`src/hw/rtl/modexp_pkg.sv`:
```
// Shared widths and sequencer state type for the modular exponentiation block.
package modexp_pkg;

    // Significant bits of every operand and of the result
    localparam int OPERAND_WIDTH = 31;
    // Step counter width for one bit-serial modular multiply
    localparam int CNT_W = (OPERAND_WIDTH > 1) ? $clog2(OPERAND_WIDTH) : 1;
    // Width of one multiply step sum (2r + a stays below 3m)
    localparam int SUM_W = OPERAND_WIDTH + 2;

    typedef logic [OPERAND_WIDTH-1:0] operand_t;

    typedef enum logic [2:0] {
        ST_IDLE,
        ST_REDUCE,
        ST_MUL,
        ST_SQR,
        ST_DONE
    } state_t;

endpackage

```
`src/hw/rtl/modular_exponentiation.sv`:
```
// Top level: right-to-left square-and-multiply modular exponentiation.
//
// One request computes base_value ** exponent mod modulus. A single shared
// bit-serial modular multiplier (shift, add, and reduce by m or 2m, one
// multiplier bit per cycle) does all the work, so every modular multiply
// walks through all OPERAND_WIDTH bits of its multiplier. The base is first
// reduced with one pass of that unit, then each set exponent bit costs one
// multiply and each bit below the highest set one costs one squaring;
// scanning stops after the highest set exponent bit. A zero modulus
// (flagged on bad_modulus, result 0) or a zero exponent (result 1) skips
// the multiplier and goes straight to the done state. in_ready is high
// only while the unit is idle; a finished result waits in an output
// register, so a new request can be taken while the previous result is
// still pending.
module modular_exponentiation (
    input  logic                             clk,
    input  logic                             rst_n,
    input  logic                             in_valid,
    output logic                             in_ready,
    input  logic [modexp_pkg::OPERAND_WIDTH-1:0] base_value,
    input  logic [modexp_pkg::OPERAND_WIDTH-1:0] exponent,
    input  logic [modexp_pkg::OPERAND_WIDTH-1:0] modulus,
    output logic                             out_valid,
    input  logic                             out_ready,
    output logic [modexp_pkg::OPERAND_WIDTH-1:0] power_result,
    output logic                             bad_modulus
);
    import modexp_pkg::*;

    state_t            state_reg, state_next;
    operand_t          acc_reg, acc_next;
    operand_t          sq_reg, sq_next;
    operand_t          exp_reg, exp_next;
    operand_t          mod_reg, mod_next;
    operand_t          op_a_reg, op_a_next;
    operand_t          op_b_reg, op_b_next;
    operand_t          part_reg, part_next;
    logic [CNT_W-1:0]  cnt_reg, cnt_next;
    logic              bad_reg, bad_next;
    logic              out_valid_reg, out_valid_next;
    operand_t          power_result_reg, power_result_next;
    logic              bad_modulus_reg, bad_modulus_next;

    logic              in_fire;
    logic              op_last;
    logic              out_free;
    logic [SUM_W-1:0]  step_add;
    logic [SUM_W-1:0]  step_sum;
    logic [SUM_W:0]    step_sub1;
    logic [SUM_W:0]    step_sub2;
    operand_t          step_res;
    operand_t          sq_new;

    assign in_ready  = (state_reg == ST_IDLE);
    assign in_fire   = in_valid && in_ready;
    assign op_last   = (cnt_reg == '0);
    assign out_free  = !out_valid_reg || out_ready;

    assign out_valid    = out_valid_reg;
    assign power_result = power_result_reg;
    assign bad_modulus  = bad_modulus_reg;

    // Shared multiply step: r = 2r + b_msb * a, reduced by m or 2m
    assign step_add  = op_b_reg[OPERAND_WIDTH-1] ? {2'b00, op_a_reg} : '0;
    assign step_sum  = {1'b0, part_reg, 1'b0} + step_add;
    assign step_sub1 = {1'b0, step_sum} - {3'b000, mod_reg};
    assign step_sub2 = {1'b0, step_sum} - {2'b00, mod_reg, 1'b0};

    always_comb
    begin
        if (!step_sub2[SUM_W])
        begin
            step_res = step_sub2[OPERAND_WIDTH-1:0];
        end
        else if (!step_sub1[SUM_W])
        begin
            step_res = step_sub1[OPERAND_WIDTH-1:0];
        end
        else
        begin
            step_res = step_sum[OPERAND_WIDTH-1:0];
        end
    end

    // Running square after this cycle's completion
    assign sq_new = ((state_reg == ST_REDUCE || state_reg == ST_SQR) && op_last)
                    ? step_res : sq_reg;

    // Sequencer next state
    always_comb
    begin
        state_next = state_reg;
        case (state_reg)
            ST_IDLE:
            begin
                if (in_valid)
                begin
                    if (modulus == '0 || exponent == '0)
                    begin
                        state_next = ST_DONE;
                    end
                    else
                    begin
                        state_next = ST_REDUCE;
                    end
                end
            end
            ST_REDUCE:
            begin
                if (op_last)
                begin
                    state_next = exp_reg[0] ? ST_MUL : ST_SQR;
                end
            end
            ST_MUL:
            begin
                if (op_last)
                begin
                    state_next = ((exp_reg >> 1) == '0) ? ST_DONE : ST_SQR;
                end
            end
            ST_SQR:
            begin
                if (op_last)
                begin
                    state_next = exp_reg[1] ? ST_MUL : ST_SQR;
                end
            end
            ST_DONE:
            begin
                if (out_free)
                begin
                    state_next = ST_IDLE;
                end
            end
            default:
            begin
                state_next = ST_IDLE;
            end
        endcase
    end

    // Datapath and output register next values
    always_comb
    begin
        acc_next          = acc_reg;
        sq_next           = sq_reg;
        exp_next          = exp_reg;
        mod_next          = mod_reg;
        op_a_next         = op_a_reg;
        op_b_next         = op_b_reg;
        part_next         = part_reg;
        cnt_next          = cnt_reg;
        bad_next          = bad_reg;
        out_valid_next    = out_valid_reg;
        power_result_next = power_result_reg;
        bad_modulus_next  = bad_modulus_reg;

        // Drain the output register
        if (out_ready)
        begin
            out_valid_next = 1'b0;
        end

        case (state_reg)
            ST_IDLE:
            begin
                if (in_fire)
                begin
                    mod_next  = modulus;
                    exp_next  = exponent;
                    bad_next  = (modulus == '0);
                    acc_next  = (modulus == '0) ? '0 : OPERAND_WIDTH'(1);
                    // Base reduction runs as 1 * base mod m
                    op_a_next = OPERAND_WIDTH'(1);
                    op_b_next = base_value;
                    part_next = '0;
                    cnt_next  = CNT_W'(OPERAND_WIDTH - 1);
                end
            end
            ST_REDUCE, ST_MUL, ST_SQR:
            begin
                part_next = step_res;
                op_b_next = op_b_reg << 1;
                cnt_next  = cnt_reg - CNT_W'(1);
                if (op_last)
                begin
                    sq_next = sq_new;
                    if (state_reg == ST_MUL)
                    begin
                        acc_next = step_res;
                    end
                    if (state_reg == ST_SQR)
                    begin
                        exp_next = exp_reg >> 1;
                    end
                    // Load the operands of the next multiply
                    part_next = '0;
                    cnt_next  = CNT_W'(OPERAND_WIDTH - 1);
                    op_a_next = sq_new;
                    if (state_next == ST_MUL)
                    begin
                        op_b_next = acc_reg;
                    end
                    else
                    begin
                        op_b_next = sq_new;
                    end
                end
            end
            ST_DONE:
            begin
                if (out_free)
                begin
                    out_valid_next    = 1'b1;
                    power_result_next = acc_reg;
                    bad_modulus_next  = bad_reg;
                end
            end
            default:
            begin
            end
        endcase
    end

    // Control registers
    always_ff @(posedge clk or negedge rst_n)
    begin
        if (!rst_n)
        begin
            state_reg     <= ST_IDLE;
            out_valid_reg <= 1'b0;
        end
        else
        begin
            state_reg     <= state_next;
            out_valid_reg <= out_valid_next;
        end
    end

    // Payload registers
    always_ff @(posedge clk)
    begin
        acc_reg          <= acc_next;
        sq_reg           <= sq_next;
        exp_reg          <= exp_next;
        mod_reg          <= mod_next;
        op_a_reg         <= op_a_next;
        op_b_reg         <= op_b_next;
        part_reg         <= part_next;
        cnt_reg          <= cnt_next;
        bad_reg          <= bad_next;
        power_result_reg <= power_result_next;
        bad_modulus_reg  <= bad_modulus_next;
    end

endmodule

```
`config.mk`:
```
export PLATFORM = sky130hd
export DESIGN_NAME = modular_exponentiation
export DESIGN_NICKNAME = d
export VERILOG_FILES = /design/src/hw/rtl/modexp_pkg.sv /design/src/hw/rtl/modular_exponentiation.sv
export SDC_FILE = /design/constraint.sdc
export NUM_CORES = 1
export LEC_CHECK = 0
export BUFFER_PORTS_ARGS = -buffer_cell sky130_fd_sc_hd__buf_2
export CORE_MARGIN = 3
export CORE_UTILIZATION = 55
export DETAILED_ROUTE_END_ITERATION = 16
export GPL_TIMING_DRIVEN = 1
export PLACE_DENSITY_LB_ADDON = 0.1
export SLEW_MARGIN = 20
export SYNTH_ARGS = -nofsm -noshare
export SYNTH_HDL_FRONTEND = slang
export SYNTH_SLANG_ARGS = --single-unit
export TNS_END_PERCENT = 5
```
`constraint.sdc`:
```
create_clock -name clk -period 6.4 [get_ports clk]
set_input_delay 1.6 -clock clk [delete_from_list [all_inputs] [get_ports clk]]
set_output_delay 1.6 -clock clk [all_outputs]
set_load 0.005 [all_outputs]
```
==> impl_metrics.toml <==
[status]
status = "completed"

[clock_tree]
root_buffer = "clkbuf_16"
htree_num_levels = 1
cts_sinks = 259
cts_buffers = 28
clock_latency_ns = 0.57
clk_pin_slew_ns = 0.06
cts_tree = "built"
cts_buffer_depth = 3

[detailed_routing]
ant_nets = 0
via_per_inst = 6.03
drt_wl_total_um = 44200
first_iter_violations = 1294
vias = 13101
drtPass1Iterations = 5
wire_per_inst_um = 20.3
drc = 0

[yosys]
synth_edf_count = 255
ys_top_cells_by_count = "edfxtp_1 (255), nand2_1 (191), nor2_1 (136)"
async_flop_share_pct = 1.54
ys_ff_latch = 259
synth-seq-area-share_pct = 47.4
synth_top_area_share_pct = 46.8
syn_area_um2 = 16400
synth_most_common_cell = "edfxtp_1"
avgSynthCellArea_um2 = 9.93
yosysUniqueCellTypes = 80
synthFlopType = "edfxtp_1"
synth_area_leader_cell = "edfxtp_1"
ys_warn_count = 0
synth_area_leaders = "edfxtp_1 (47%), ha_1 (7.1%), nand2_1 (4.4%)"
netlist_instances = 1647
synth_fp_nets = 1840

[final_layout]
diodes = 0
fin_nets = 1960
area_growth_syn_to_layout_pct = 13.0
drive_above_1_share_pct = 14.8
fillCellCount = 2462

[worst_setup_path]
slowest_delay_ns = 0.46
r2r_cells = 21
cp-start-kind = "flop"
cp.arrival_ns = 6.41
r2r_end = "op_a_reg[10]$_SDFFCE_PP0P_"
critical_path.top_delay_family = "compound AO/OA/AOI/OAI gates"
worstPathRequired_ns = 6.73
reg2reg_from = "op_b_reg[30]$_DFFE_PP_"
crit_fanout = 22
r2r_setup_slack_ns = 0.32
crit_slowest_cell = "edfxtp_1"
worst_path_most_repeated_cell = "o21ai_0"
cp-end-kind = "flop"
path_class = "reg -> reg"
path_buf_inv = 2
crit_chain = "buf_4 > and2_1 > ha_1 > a41o_1 > a221oi_2 > nor2_1 > o21a_1 > o21ai_0 > nand2b_1 > a311o_1 > ha_1 > a21oi_1 > o21ai_0 > o2111ai_1 > o31ai_2 > a221o_1 > nand2b_1 > buf_12 > o21ai_1 > o21ai_0 > and2_1"

[timing]
min_period_ns = 6.08
final_max_slew_viol_count = 0
post-route-period-util_pct = 95.0
fin_setup_tns_ns = 0
worst_pin_slew_ns = 0.945
timing.slew.headroom_pct = 36.8
max_freq_ghz = 0.164
finClkSkew_ns = 0.0243
final_hold_viol_count = 0
setup_viol = 0

[floorplanning]
std_cell_rows = 62
core_region_area_um2 = 29000
die_area_um2 = 31800
die_h_um = 178
io_pins = 131
initial_core_util_pct = 56.4
fp.dieW_um = 178

[min_path]
hold_start = "bad_reg$_DFFE_PP_"
hold_end = "bad_modulus$_DFFE_PP_"
hold_class = "reg -> reg"
whs_path_depth = 0

[grt]
track_usage_pct = 27.6
grt_pass1_vias = 12640
antenna_found_initial = 0
grt_max_degree = 70
grt_pass1_wl_um = 69000
overflow = 0

[place]
gp_congestion = 0.983
io_buffers = 130
dp_hpwl_um = 32600

[flow_run]
maxCapViolCount = 0
==> cells by family (layout without fill, tap and decap cells) <==
logic type / after synthesis / after routing / share of synthesized area (%)
compound gates: 430 / 430 / 17.3
xor+xnor: 75 / 75 / 4.02
fa+ha+maj: 96 / 96 / 7.48
buf+inv: 141 / 283 / 3.41
flops: 259 / 259 / 47.4
mux: 32 / 32 / 2.04
simple gates: 614 / 614 / 18.3
==> cell usage in the layout, fill, tap and decap left out, types with 7 or more instances in the layout <==
cell       netlist  final
edfxtp_1       255    255
nand2_1        191    190
nor2_1         136    134
buf_2            8    130
a21oi_1        113    111
ha_1            93     93
and2_1          87     87
o21ai_0         83     83
inv_1           65     64
a21o_1          47     47
xnor2_1         44     44
nand3_1         39     39
and3_1          38     38
buf_4            2     35
xor2_1          31     31
o21ai_1         29     28
clkbuf_16        0     28
nor3_1          28     25
nor4_1          22     22
o21a_1          22     22
mux2i_1         21     21
nand4_1         19     19
a211oi_1        21     18
nand2b_1        13     13
nor2b_1         12     12
a31oi_1         13     12
o211ai_1        11     11
o21bai_1         9      9
mux2_2           9      9
or3_1            8      8
o2111ai_1        8      8
clkbuf_1        60      7
==> per-stage QoR <==
stage / std cells / setup WS [ns] / hold WS, ns / cell area (µm²) / utilization, %
6_report: 2173 / 0.321 / 0.420 / 18500 / 63.7
3_5_place_dp: 2117 / 0.0840 / 0.421 / 17500 / 60.2
3_3_place_gp: 2117 / 0.174 / 0.409 / 17500 / 60.2
5_1_grt: 2173 / -0.00130 / 0.437 / 18500 / 63.7
4_1_cts: 2169 / 0.0482 / 0.422 / 18400 / 63.4
2_1_floorplan: 1647 / 0.859 / 0.400 / 16400 / -
==> cell type report <==
type / count / area (µm²) / area share (%)
tap: 384 / 480 / 2.60
timing repair buffer: 166 / 933 / 5.05
multi-input combinational: 1247 / 8120 / 43.9
clock buffer: 40 / 796 / 4.31
sequential: 259 / 7760 / 42.0
inverter: 65 / 244 / 1.32
clock inverter: 12 / 144 / 0.779
==> worst max path at each step <==
stage	startpoint	endpoint	slack, ns	cells past startpoint
floorplan	in_valid	op_b_reg[29]$_DFFE_PP_	0.86	9
global placement	op_b_reg[30]$_DFFE_PP_	op_b_reg[26]$_DFFE_PP_	0.17	23
detailed placement	op_b_reg[30]$_DFFE_PP_	op_b_reg[26]$_DFFE_PP_	0.08	23
CTS	op_b_reg[30]$_DFFE_PP_	op_b_reg[26]$_DFFE_PP_	0.05	23
global route	op_b_reg[30]$_DFFE_PP_	op_a_reg[10]$_SDFFCE_PP0P_	-0.001	22
finish	op_b_reg[30]$_DFFE_PP_	op_a_reg[10]$_SDFFCE_PP0P_	0.32	21
==> per-layer routing <==
layer,global-route usage [%],part of all wire [%],up-vias
met4,8.54,3.2,0
met2,46.4,49,441
met3,4.26,6.4,85
li1,-,-,6307
met1,36.7,42,6268
met5,0,0,-
==> what timing repair did <==
item,in CTS,in global routing
setup buffers,0,4
endpoints found under the hold margin,0,0
hold buffers,0,0
setup endpoints to repair,0,134
gates resized for setup,0,10
Power is left out: the tool's default activity adds up to more than one toggle a clock period on the data nets, which glitch-free logic cannot reach.
